<file path="src/rtl/sis_pkg.sv">
// ----------------------------------------------------------------------------
// sis_pkg
// Shared widths, constants and controller/datapath interface types for the
// sample interval statistics block.
// ----------------------------------------------------------------------------
package sis_pkg;

    localparam int SCALE_W   = 32;
    localparam int COUNT_W   = 32;
    localparam int STAT_W    = 48;
    localparam int SUM_W     = 64;
    localparam int DIV_NUM_W = 64;
    localparam int DIV_CNT_W = $clog2(DIV_NUM_W + 1);

    typedef struct packed {
        logic capture;
        logic div_start;
        logic div_mean;
        logic freq_set;
        logic update;
        logic emit;
    } sis_cmd_t;

    typedef struct packed {
        logic has_interval;
        logic step_zero;
        logic count_zero;
        logic div_busy;
        logic out_free;
    } sis_status_t;

endpackage

</file>
<file path="src/rtl/sis_divider.sv">
// ----------------------------------------------------------------------------
// sis_divider
// Unsigned restoring divider, one quotient bit per cycle. The dividend is
// loaded left aligned; after the requested number of iterations the quotient
// register holds the full quotient.
// ----------------------------------------------------------------------------
module sis_divider
    import sis_pkg::*;
#(
    parameter int NUM_W = 64,
    parameter int DEN_W = 32,
    parameter int CNT_W = 7
)(
    input  logic             clk,
    input  logic             rst_n,
    input  logic             start,
    input  logic [CNT_W-1:0] iters,
    input  logic [NUM_W-1:0] dividend,
    input  logic [DEN_W-1:0] divisor,
    output logic             busy,
    output logic [NUM_W-1:0] quotient
);

    logic [CNT_W-1:0] cnt_reg, cnt_next;
    logic [NUM_W-1:0] quo_reg, quo_next;
    logic [DEN_W-1:0] rem_reg, rem_next;
    logic [DEN_W-1:0] den_reg;
    logic [DEN_W:0]   partial;
    logic [DEN_W:0]   trial;
    logic             fits;

    always_comb
    begin
        partial = {rem_reg, quo_reg[NUM_W-1]};
        trial   = partial - {1'b0, den_reg};
        fits    = (partial >= {1'b0, den_reg});
        if (start)
        begin
            cnt_next = iters;
        end
        else if (cnt_reg != '0)
        begin
            cnt_next = cnt_reg - CNT_W'(1);
        end
        else
        begin
            cnt_next = cnt_reg;
        end
        rem_next = fits ? trial[DEN_W-1:0] : partial[DEN_W-1:0];
        quo_next = {quo_reg[NUM_W-2:0], fits};
    end

    always_ff @(posedge clk or negedge rst_n)
    begin
        if (!rst_n)
        begin
            cnt_reg <= '0;
        end
        else
        begin
            cnt_reg <= cnt_next;
        end
    end

    always_ff @(posedge clk)
    begin
        if (start)
        begin
            quo_reg <= dividend;
            rem_reg <= '0;
            den_reg <= divisor;
        end
        else if (cnt_reg != '0)
        begin
            quo_reg <= quo_next;
            rem_reg <= rem_next;
        end
    end

    assign busy     = (cnt_reg != '0);
    assign quotient = quo_reg;

endmodule

</file>
<file path="src/rtl/sis_datapath.sv">
// ----------------------------------------------------------------------------
// sis_datapath
// Statistics registers, step computation, shared divider operands, frequency
// saturation and the output register.
// ----------------------------------------------------------------------------
module sis_datapath
    import sis_pkg::*;
#(
    parameter int TIME_WIDTH = 32,
    parameter int FRAC_BITS  = 16
)(
    input  logic                     clk,
    input  logic                     rst_n,
    input  sis_cmd_t                 cmd,
    output sis_status_t              status,
    input  logic                     cfg_wr_en,
    input  logic [SCALE_W-1:0]       cfg_wr_data,
    input  logic [TIME_WIDTH-1:0]    sample_time,
    input  logic                     record_start,
    output logic                     result_valid,
    input  logic                     result_ready,
    output logic [TIME_WIDTH-1:0]    first_stamp,
    output logic [TIME_WIDTH-1:0]    last_stamp,
    output logic [TIME_WIDTH-1:0]    record_span,
    output logic signed [STAT_W-1:0] freq_peak,
    output logic signed [STAT_W-1:0] freq_trough,
    output logic signed [STAT_W-1:0] freq_mean,
    output logic [COUNT_W-1:0]       intervals_seen,
    output logic                     frequency_valid,
    output logic                     zero_interval
);

    localparam int DEN_W      = (TIME_WIDTH > COUNT_W) ? TIME_WIDTH : COUNT_W;
    localparam int DIFF_W     = TIME_WIDTH + 1;
    localparam int FREQ_ITERS = SCALE_W + FRAC_BITS;

    localparam logic signed [STAT_W-1:0] F48_MAX = {1'b0, {(STAT_W-1){1'b1}}};
    localparam logic signed [STAT_W-1:0] F48_MIN = {1'b1, {(STAT_W-1){1'b0}}};
    localparam logic [DIV_NUM_W-1:0] Q_POS_LIM =
        {{(DIV_NUM_W-STAT_W+1){1'b0}}, {(STAT_W-1){1'b1}}};
    localparam logic [DIV_NUM_W-1:0] Q_NEG_LIM =
        {{(DIV_NUM_W-STAT_W){1'b0}}, 1'b1, {(STAT_W-1){1'b0}}};
    localparam logic [SUM_W-1:0] SUM_MAX = {1'b0, {(SUM_W-1){1'b1}}};
    localparam logic [SUM_W-1:0] SUM_MIN = {1'b1, {(SUM_W-1){1'b0}}};

    function automatic logic signed [STAT_W-1:0] sat_quot(
        input logic [DIV_NUM_W-1:0] q,
        input logic                 neg
    );
        logic signed [STAT_W-1:0] r;
        if (!neg)
        begin
            r = (q > Q_POS_LIM) ? F48_MAX : q[STAT_W-1:0];
        end
        else
        begin
            r = (q > Q_NEG_LIM) ? F48_MIN : (~q[STAT_W-1:0] + STAT_W'(1));
        end
        return r;
    endfunction

    // configuration and statistics
    logic [SCALE_W-1:0]       rate_scale_reg;
    logic [TIME_WIDTH-1:0]    earliest_reg;
    logic [TIME_WIDTH-1:0]    latest_reg;
    logic [TIME_WIDTH-1:0]    previous_reg;
    logic                     have_prev_reg;
    logic [COUNT_W-1:0]       count_reg;
    logic [SUM_W-1:0]         sum_reg;
    logic signed [STAT_W-1:0] high_reg;
    logic signed [STAT_W-1:0] low_reg;

    // per-item working registers
    logic                     interval_reg;
    logic                     zero_reg;
    logic                     step_neg_reg;
    logic [TIME_WIDTH-1:0]    step_mag_reg;
    logic signed [STAT_W-1:0] freq_reg;
    logic                     mean_neg_reg;

    // output register
    logic                     out_valid_reg;
    logic [TIME_WIDTH-1:0]    out_start_reg;
    logic [TIME_WIDTH-1:0]    out_finish_reg;
    logic [TIME_WIDTH-1:0]    out_duration_reg;
    logic signed [STAT_W-1:0] out_max_reg;
    logic signed [STAT_W-1:0] out_min_reg;
    logic signed [STAT_W-1:0] out_avg_reg;
    logic [COUNT_W-1:0]       out_count_reg;
    logic                     out_fvalid_reg;
    logic                     out_zero_reg;

    logic                     have_eff;
    logic [DIFF_W-1:0]        diff;
    logic [DIFF_W-1:0]        diff_abs;
    logic [TIME_WIDTH-1:0]    earliest_next;
    logic [TIME_WIDTH-1:0]    latest_next;
    logic [SUM_W:0]           sum_ext;
    logic [SUM_W-1:0]         sum_next;
    logic [SUM_W-1:0]         sum_mag;
    logic [DIV_NUM_W-1:0]     div_dividend;
    logic [DEN_W-1:0]         div_divisor;
    logic [DIV_CNT_W-1:0]     div_iters;
    logic                     div_busy;
    logic [DIV_NUM_W-1:0]     div_quot;
    logic                     out_free;
    logic                     have_count;

    always_comb
    begin
        have_eff = have_prev_reg & ~record_start;
        diff     = {1'b0, sample_time} - {1'b0, previous_reg};
        diff_abs = diff[DIFF_W-1] ? (~diff + DIFF_W'(1)) : diff;
        if (record_start)
        begin
            earliest_next = sample_time;
            latest_next   = sample_time;
        end
        else
        begin
            earliest_next = (sample_time < earliest_reg) ? sample_time : earliest_reg;
            latest_next   = (sample_time > latest_reg) ? sample_time : latest_reg;
        end

        sum_ext = {sum_reg[SUM_W-1], sum_reg}
                + {{(SUM_W-STAT_W+1){freq_reg[STAT_W-1]}}, freq_reg};
        if (sum_ext[SUM_W] != sum_ext[SUM_W-1])
        begin
            sum_next = sum_ext[SUM_W] ? SUM_MIN : SUM_MAX;
        end
        else
        begin
            sum_next = sum_ext[SUM_W-1:0];
        end
        sum_mag = sum_reg[SUM_W-1] ? (~sum_reg + SUM_W'(1)) : sum_reg;

        if (cmd.div_mean)
        begin
            div_dividend = sum_mag;
            div_divisor  = DEN_W'(count_reg);
            div_iters    = DIV_CNT_W'(DIV_NUM_W);
        end
        else
        begin
            div_dividend = {rate_scale_reg, {(DIV_NUM_W-SCALE_W){1'b0}}};
            div_divisor  = DEN_W'(step_mag_reg);
            div_iters    = DIV_CNT_W'(FREQ_ITERS);
        end

        out_free   = ~out_valid_reg | result_ready;
        have_count = (count_reg != '0);
    end

    sis_divider #(
        .NUM_W (DIV_NUM_W),
        .DEN_W (DEN_W),
        .CNT_W (DIV_CNT_W)
    ) u_divider (
        .clk      (clk),
        .rst_n    (rst_n),
        .start    (cmd.div_start),
        .iters    (div_iters),
        .dividend (div_dividend),
        .divisor  (div_divisor),
        .busy     (div_busy),
        .quotient (div_quot)
    );

    always_ff @(posedge clk or negedge rst_n)
    begin
        if (!rst_n)
        begin
            rate_scale_reg <= SCALE_W'(1);
            earliest_reg   <= '1;
            latest_reg     <= '0;
            previous_reg   <= '0;
            have_prev_reg  <= 1'b0;
            count_reg      <= '0;
            sum_reg        <= '0;
            high_reg       <= F48_MIN;
            low_reg        <= F48_MAX;
            interval_reg   <= 1'b0;
            zero_reg       <= 1'b0;
            out_valid_reg  <= 1'b0;
        end
        else
        begin
            if (cfg_wr_en)
            begin
                rate_scale_reg <= cfg_wr_data;
            end
            if (cmd.capture)
            begin
                earliest_reg  <= earliest_next;
                latest_reg    <= latest_next;
                previous_reg  <= sample_time;
                have_prev_reg <= 1'b1;
                interval_reg  <= have_eff;
                zero_reg      <= (diff == '0);
                if (record_start)
                begin
                    count_reg <= '0;
                    sum_reg   <= '0;
                    high_reg  <= F48_MIN;
                    low_reg   <= F48_MAX;
                end
            end
            if (cmd.update)
            begin
                if (freq_reg > high_reg)
                begin
                    high_reg <= freq_reg;
                end
                if (freq_reg < low_reg)
                begin
                    low_reg <= freq_reg;
                end
                if (count_reg != '1)
                begin
                    count_reg <= count_reg + COUNT_W'(1);
                    sum_reg   <= sum_next;
                end
            end
            if (cmd.emit)
            begin
                out_valid_reg <= 1'b1;
            end
            else if (result_ready)
            begin
                out_valid_reg <= 1'b0;
            end
        end
    end

    always_ff @(posedge clk)
    begin
        if (cmd.capture)
        begin
            step_neg_reg <= diff[DIFF_W-1];
            step_mag_reg <= diff_abs[TIME_WIDTH-1:0];
        end
        if (cmd.freq_set)
        begin
            freq_reg <= zero_reg ? F48_MAX : sat_quot(div_quot, step_neg_reg);
        end
        if (cmd.div_start && cmd.div_mean)
        begin
            mean_neg_reg <= sum_reg[SUM_W-1];
        end
        if (cmd.emit)
        begin
            out_start_reg    <= earliest_reg;
            out_finish_reg   <= latest_reg;
            out_duration_reg <= latest_reg - earliest_reg;
            out_count_reg    <= count_reg;
            out_fvalid_reg   <= have_count;
            out_zero_reg     <= interval_reg & zero_reg;
            out_max_reg      <= have_count ? high_reg : '0;
            out_min_reg      <= have_count ? low_reg : '0;
            out_avg_reg      <= have_count ? sat_quot(div_quot, mean_neg_reg) : '0;
        end
    end

    assign status.has_interval = interval_reg;
    assign status.step_zero    = zero_reg;
    assign status.count_zero   = ~have_count;
    assign status.div_busy     = div_busy;
    assign status.out_free     = out_free;

    assign result_valid    = out_valid_reg;
    assign first_stamp     = out_start_reg;
    assign last_stamp      = out_finish_reg;
    assign record_span     = out_duration_reg;
    assign freq_peak       = out_max_reg;
    assign freq_trough     = out_min_reg;
    assign freq_mean       = out_avg_reg;
    assign intervals_seen  = out_count_reg;
    assign frequency_valid = out_fvalid_reg;
    assign zero_interval   = out_zero_reg;

endmodule

</file>
<file path="src/rtl/sis_controller.sv">
// ----------------------------------------------------------------------------
// sis_controller
// Sequencer for one sample: capture, frequency division, statistics update,
// mean division and hand-off to the output register.
// ----------------------------------------------------------------------------
module sis_controller
    import sis_pkg::*;
(
    input  logic        clk,
    input  logic        rst_n,
    input  logic        sample_valid,
    output logic        sample_ready,
    input  sis_status_t status,
    output sis_cmd_t    cmd
);

    typedef enum logic [2:0] {
        S_IDLE,
        S_CHECK,
        S_FREQ_DIV,
        S_FREQ_SET,
        S_UPDATE,
        S_MEAN_START,
        S_MEAN_DIV,
        S_EMIT
    } state_t;

    state_t state_reg, state_next;
    logic   ready_reg;

    always_comb
    begin
        state_next = state_reg;
        cmd        = '0;
        case (state_reg)
            S_IDLE:
            begin
                if (sample_valid && ready_reg)
                begin
                    cmd.capture = 1'b1;
                    state_next  = S_CHECK;
                end
            end
            S_CHECK:
            begin
                if (status.has_interval && !status.step_zero)
                begin
                    cmd.div_start = 1'b1;
                    state_next    = S_FREQ_DIV;
                end
                else if (status.has_interval)
                begin
                    state_next = S_FREQ_SET;
                end
                else
                begin
                    state_next = S_MEAN_START;
                end
            end
            S_FREQ_DIV:
            begin
                if (!status.div_busy)
                begin
                    state_next = S_FREQ_SET;
                end
            end
            S_FREQ_SET:
            begin
                cmd.freq_set = 1'b1;
                state_next   = S_UPDATE;
            end
            S_UPDATE:
            begin
                cmd.update = 1'b1;
                state_next = S_MEAN_START;
            end
            S_MEAN_START:
            begin
                if (status.count_zero)
                begin
                    state_next = S_EMIT;
                end
                else
                begin
                    cmd.div_start = 1'b1;
                    cmd.div_mean  = 1'b1;
                    state_next    = S_MEAN_DIV;
                end
            end
            S_MEAN_DIV:
            begin
                cmd.div_mean = 1'b1;
                if (!status.div_busy)
                begin
                    state_next = S_EMIT;
                end
            end
            S_EMIT:
            begin
                cmd.div_mean = 1'b1;
                if (status.out_free)
                begin
                    cmd.emit   = 1'b1;
                    state_next = S_IDLE;
                end
            end
            default:
            begin
                state_next = S_IDLE;
            end
        endcase
    end

    always_ff @(posedge clk or negedge rst_n)
    begin
        if (!rst_n)
        begin
            state_reg <= S_IDLE;
            ready_reg <= 1'b1;
        end
        else
        begin
            state_reg <= state_next;
            ready_reg <= (state_next == S_IDLE);
        end
    end

    assign sample_ready = ready_reg;

endmodule

</file>
<file path="src/rtl/sample_interval_statistics.sv">
// ----------------------------------------------------------------------------
// sample_interval_statistics
// Running timestamp statistics over one record: earliest/latest time,
// duration, interval count and min/max/mean instantaneous frequency.
// ----------------------------------------------------------------------------
// One sample beat is processed at a time. For a sample with an interval, both
// the frequency quotient and the mean go through one shared bit-serial
// divider, one quotient bit per cycle. A zero time step skips the frequency
// division, and a sample with no interval in its record skips both. The next
// sample can be accepted on the cycle after a result is handed to the output
// register, even while that result is still waiting on result_ready.
// rate_scale is written through cfg_wr_en/cfg_wr_data, and only while the
// block is idle: the user must keep to this, the block does not enforce it.
module sample_interval_statistics
    import sis_pkg::*;
#(
    parameter int TIME_WIDTH = 32,
    parameter int FRAC_BITS  = 16
)(
    input  logic                     clk,
    input  logic                     rst_n,
    input  logic                     cfg_wr_en,
    input  logic [SCALE_W-1:0]       cfg_wr_data,
    input  logic                     sample_valid,
    output logic                     sample_ready,
    input  logic [TIME_WIDTH-1:0]    sample_time,
    input  logic                     record_start,
    output logic                     result_valid,
    input  logic                     result_ready,
    output logic [TIME_WIDTH-1:0]    first_stamp,
    output logic [TIME_WIDTH-1:0]    last_stamp,
    output logic [TIME_WIDTH-1:0]    record_span,
    output logic signed [STAT_W-1:0] freq_peak,
    output logic signed [STAT_W-1:0] freq_trough,
    output logic signed [STAT_W-1:0] freq_mean,
    output logic [COUNT_W-1:0]       intervals_seen,
    output logic                     frequency_valid,
    output logic                     zero_interval
);

    sis_cmd_t    cmd;
    sis_status_t status;

    sis_controller u_controller (
        .clk          (clk),
        .rst_n        (rst_n),
        .sample_valid (sample_valid),
        .sample_ready (sample_ready),
        .status       (status),
        .cmd          (cmd)
    );

    sis_datapath #(
        .TIME_WIDTH (TIME_WIDTH),
        .FRAC_BITS  (FRAC_BITS)
    ) u_datapath (
        .clk             (clk),
        .rst_n           (rst_n),
        .cmd             (cmd),
        .status          (status),
        .cfg_wr_en       (cfg_wr_en),
        .cfg_wr_data     (cfg_wr_data),
        .sample_time     (sample_time),
        .record_start    (record_start),
        .result_valid    (result_valid),
        .result_ready    (result_ready),
        .first_stamp     (first_stamp),
        .last_stamp      (last_stamp),
        .record_span     (record_span),
        .freq_peak       (freq_peak),
        .freq_trough     (freq_trough),
        .freq_mean       (freq_mean),
        .intervals_seen  (intervals_seen),
        .frequency_valid (frequency_valid),
        .zero_interval   (zero_interval)
    );

endmodule
</file>
<file path="config.mk">
export PLATFORM = sky130hd
export DESIGN_NAME = sample_interval_statistics
export DESIGN_NICKNAME = d
export VERILOG_FILES = /design/src/rtl/sis_pkg.sv /design/src/rtl/sis_divider.sv /design/src/rtl/sis_datapath.sv /design/src/rtl/sis_controller.sv /design/src/rtl/sample_interval_statistics.sv
export SDC_FILE = /design/constraint.sdc
export NUM_CORES = 2
export LEC_CHECK = 0
export BUFFER_PORTS_ARGS = -buffer_cell sky130_fd_sc_hd__buf_4
export CAP_MARGIN = 20
export CORE_MARGIN = 2
export CORE_UTILIZATION = 25
export CTS_CLUSTER_SIZE = 40
export DETAILED_ROUTE_END_ITERATION = 12
export GPL_TIMING_DRIVEN = 0
export PLACE_DENSITY = 0.49
export SETUP_SLACK_MARGIN = 0.2
export SYNTH_ARGS = -nofsm -noshare
export SYNTH_HDL_FRONTEND = slang
export SYNTH_SLANG_ARGS = --single-unit
export TNS_END_PERCENT = 1
</file>
<file path="constraint.sdc">
create_clock -name clk -period 29.2 [get_ports clk]
set_input_delay 1.46 -clock clk [delete_from_list [all_inputs] [get_ports clk]]
set_output_delay 1.46 -clock clk [all_outputs]
set_load 0.02 [all_outputs]
</file>
==> run_results.csv <==
group,metric,value,unit
timing,fin_setup_tns,0,ns
layout,areaGrowthSynthToFinish,20.4,%
timing,fin_crit,5.54,ns
timing,period_share,19.0,%
yosys,synth_top_area_cell,"edfxtp_1",
yosys,yosys_register_bits,819,
placement,place_hpwl,129,mm
layout,fin_area,0.0577,mm²
pwr,power_density,45.4,mW/mm²
placement,placement.cell_area,0.0542,mm²
floorplanning,coreArea,0.190,mm²
yosys,netlist_top_cells_count,"452 x edfxtp_1, 371 x a21oi_1, 348 x nand2_1",
route,routed-via-count,38541,
clock_tree,cts_buffer_depth,3,
yosys,synth.avg_cell_area,10.1,µm²
yosys,yosysUniqueCellTypes,87,
yosys,synth.area.top_cells,"edfxtp_1 28%, dfrtp_1 13%, ha_1 8.4%, dfstp_2 4.5%, mux2_2 4.1%",
route,drc,0,
yosys,synthArstFlopShare,40.9,%
yosys,syn_nets,5141,
clock_tree,cts_tree,"built",
global_route,grt_pass1_vias,38248,
timing,slew_violations,0,
timing,hold_viol,0,
worst_setup_path,critPathLaunchType,"flop",
clock_tree,post-cts-setup-buffers,0,
global_route,grt_pass1_wl,249,mm
yosys,ys_warn_count,0,
clock_tree,root_buffer,"clkbuf_16",
timing,skew,0.0655,ns
layout,drive_gt1_share,16.3,%
global_route,grt_max_degree,99,
pwr,p_sw,596,µW
clock_tree,htreeDepth,3,
pwr,clkPwrFrac,51.1,%
pwr,swShare,22.7,%
timing,setup_viol,0,
route,wl_per_cell,21.3,µm
pwr,pwr-share-comb,2.3,%
layout,finish.utilization,30.3,%
yosys,synthesis.instances,4744,
pwr,p_int,2.03,mW
timing,worstMarginPinSlew,1.20,ns
yosys,yosysSeqAreaShare,47.3,%
yosys,synth.most_common_cell,"edfxtp_1",
global_route,antenna_found_initial,6,
clock_tree,clock_sinks,819,
floorplanning,die_area,0.195,mm²
clock_tree,cts_inserted_buffers,98,
yosys,ys.flop_type,"edfxtp_1",
global_route,grt_usage,16.6,%
status,outcome,"finished, final reports clean",
yosys,synth_area,0.0479,mm²
clock_tree,clk_latency,0.74,ns
timing,fmax,180,MHz
placement,port_buffers,344,
route,first_pass_iters,5,
floorplanning,pin_count,346,
worst_setup_path,crit_path_end_kind,"flop",
job,drv_cap,0,
yosys,synth_top_area_share,28.3,%
floorplanning,die_h,442,µm
floorplanning,die_x,442,µm
worst_setup_path,path_class,"flop to flop",
worst_setup_path,critPathRequiredTime,29.69,ns
worst_setup_path,cp_max_fo,10,
timing,grt_setup_unrepaired,"no",
pwr,p_seq_share,46.5,%
pwr,ir_drop,0.0000423,V
clock_tree,cts_resized,0,
clock_tree,cts.hold.buffers_added,0,
pwr,total_power,2.62,mW
route,routed_wl,166,mm
floorplanning,start_util,25.2,%
pwr,leakagePower,24.4,nW
route,antenna_left,0,
yosys,synth_edf_count,452,
worst_hold_path,hp-class,"flop to flop",
worst_setup_path,cp.arrival,6.03,ns
clock_tree,clk_pin_slew,0.06,ns
route,viasPerCell,4.93,
layout,final_nets,5612,
layout,fill_cells,19825,
route,drt_iter0_drc,2600,
timing,slew-limit-headroom,19.8,%
placement,place.gp.congestion,0.892,
global_route,grt-ovfl-total,0,
floorplanning,num_rows,160,
==> per-stage QoR <==
| step | setup slack, ns | std cells | hold WS, ns |
|---|---|---|---|
| detailed placement | 23.34 | 7624 | 0.459 |
| finish | 23.66 | 7814 | 0.473 |
| floorplan | 15.24 | 4744 | 0.435 |
| global placement | 7.47 | 7599 | 0.450 |
| global route | 23.39 | 7813 | 0.509 |
| CTS | 23.69 | 7810 | 0.476 |
==> layer usage <==
metal,up-vias,routed length [µm],global-route usage [%]
li1,18464,-,-
met3,222,7480,2.58
met4,0,5060,5.06
met5,-,0,0
met2,998,81300,28.6
met1,18857,72300,21.2
==> worst max-delay path: stages (launching register included) <==
cell	delay, ns
edfxtp_1	0.59
inv_1	0.13
ha_1	0.24
or3b_2	0.45
clkbuf_1	0.20
or4_1	0.53
clkbuf_1	0.22
or3b_1	0.41
buf_2	0.20
nor4_4	0.45
nand3_1	0.21
a21oi_2	0.44
nand2_2	0.24
buf_2	0.26
o31ai_1	0.25
a21oi_1	0.08
nor2_1	0.36
==> area by class of cell <==
| cell class | count | area [µm²] | area share [%] |
|---|---|---|---|
| Antenna cell | 2 | 5.00 | 0.00867 |
| Buffer | 261 | 997 | 1.73 |
| Clock buffer | 112 | 2530 | 4.39 |
| Clock inverter | 74 | 987 | 1.71 |
| Inverter | 308 | 1160 | 2.00 |
| Multi-Input combinational cell | 3356 | 23100 | 40.1 |
| Sequential cell | 819 | 22700 | 39.3 |
| Tap cell | 2511 | 3140 | 5.44 |
| Timing Repair Buffer | 371 | 3080 | 5.34 |
==> power by group through the flow <==
stage	clock (mW)	sequential, mW	combinational [mW]
finish	1.34	1.22	0.0615
detailed placement	0	1.24	0.0633
global route	1.43	1.22	0.0699
global placement	0	1.24	0.0607
CTS	1.38	1.22	0.0637
floorplan	0	1.24	0.0293
==> cell usage in the layout (no fill, tap or decap), drive strengths merged, types with 253 or more instances in the layout <==
master	n
ha	323
o21ai	299
buf	407
nor2	335
clkbuf	337
nand2	349
dfrtp	253
edfxtp	452
a21oi	372
inv	315
==> path summary, 6_finish.rpt <==
check | slack, ns | startpoint | endpoint | cells past startpoint
worst max-delay path | 23.66 | u_datapath.u_divider.quotient[0] | u_datapath.freq_mean[17] | 16
worst min-delay path | 0.47 | u_datapath.have_prev_reg | u_datapath.have_prev_reg | 1
worst max register to register | 23.66 | u_datapath.u_divider.quotient[0] | u_datapath.freq_mean[17] | 16
worst min register to register | 0.47 | u_datapath.have_prev_reg | u_datapath.have_prev_reg | 1
max in group asynchronous | 27.08 | rst_n | u_datapath.count_reg[20] | 3
min in group asynchronous | 0.70 | rst_n | u_datapath.high_reg[37] | 1
==> cells by family after synthesis <==
| group | after synthesis | synth area share [%] |
|---|---|---|
| AND/OR/NAND/NOR | 1245 | 12.5 |
| flip-flops | 819 | 47.3 |
| adder cells (fa/ha/maj) | 327 | 8.60 |
| AO/OA/AOI/OAI | 1365 | 18.4 |
| XOR/XNOR | 229 | 4.18 |
| multiplexers | 190 | 4.42 |
| buffers and inverters | 569 | 4.49 |
(Power assumes the default switching activity.)
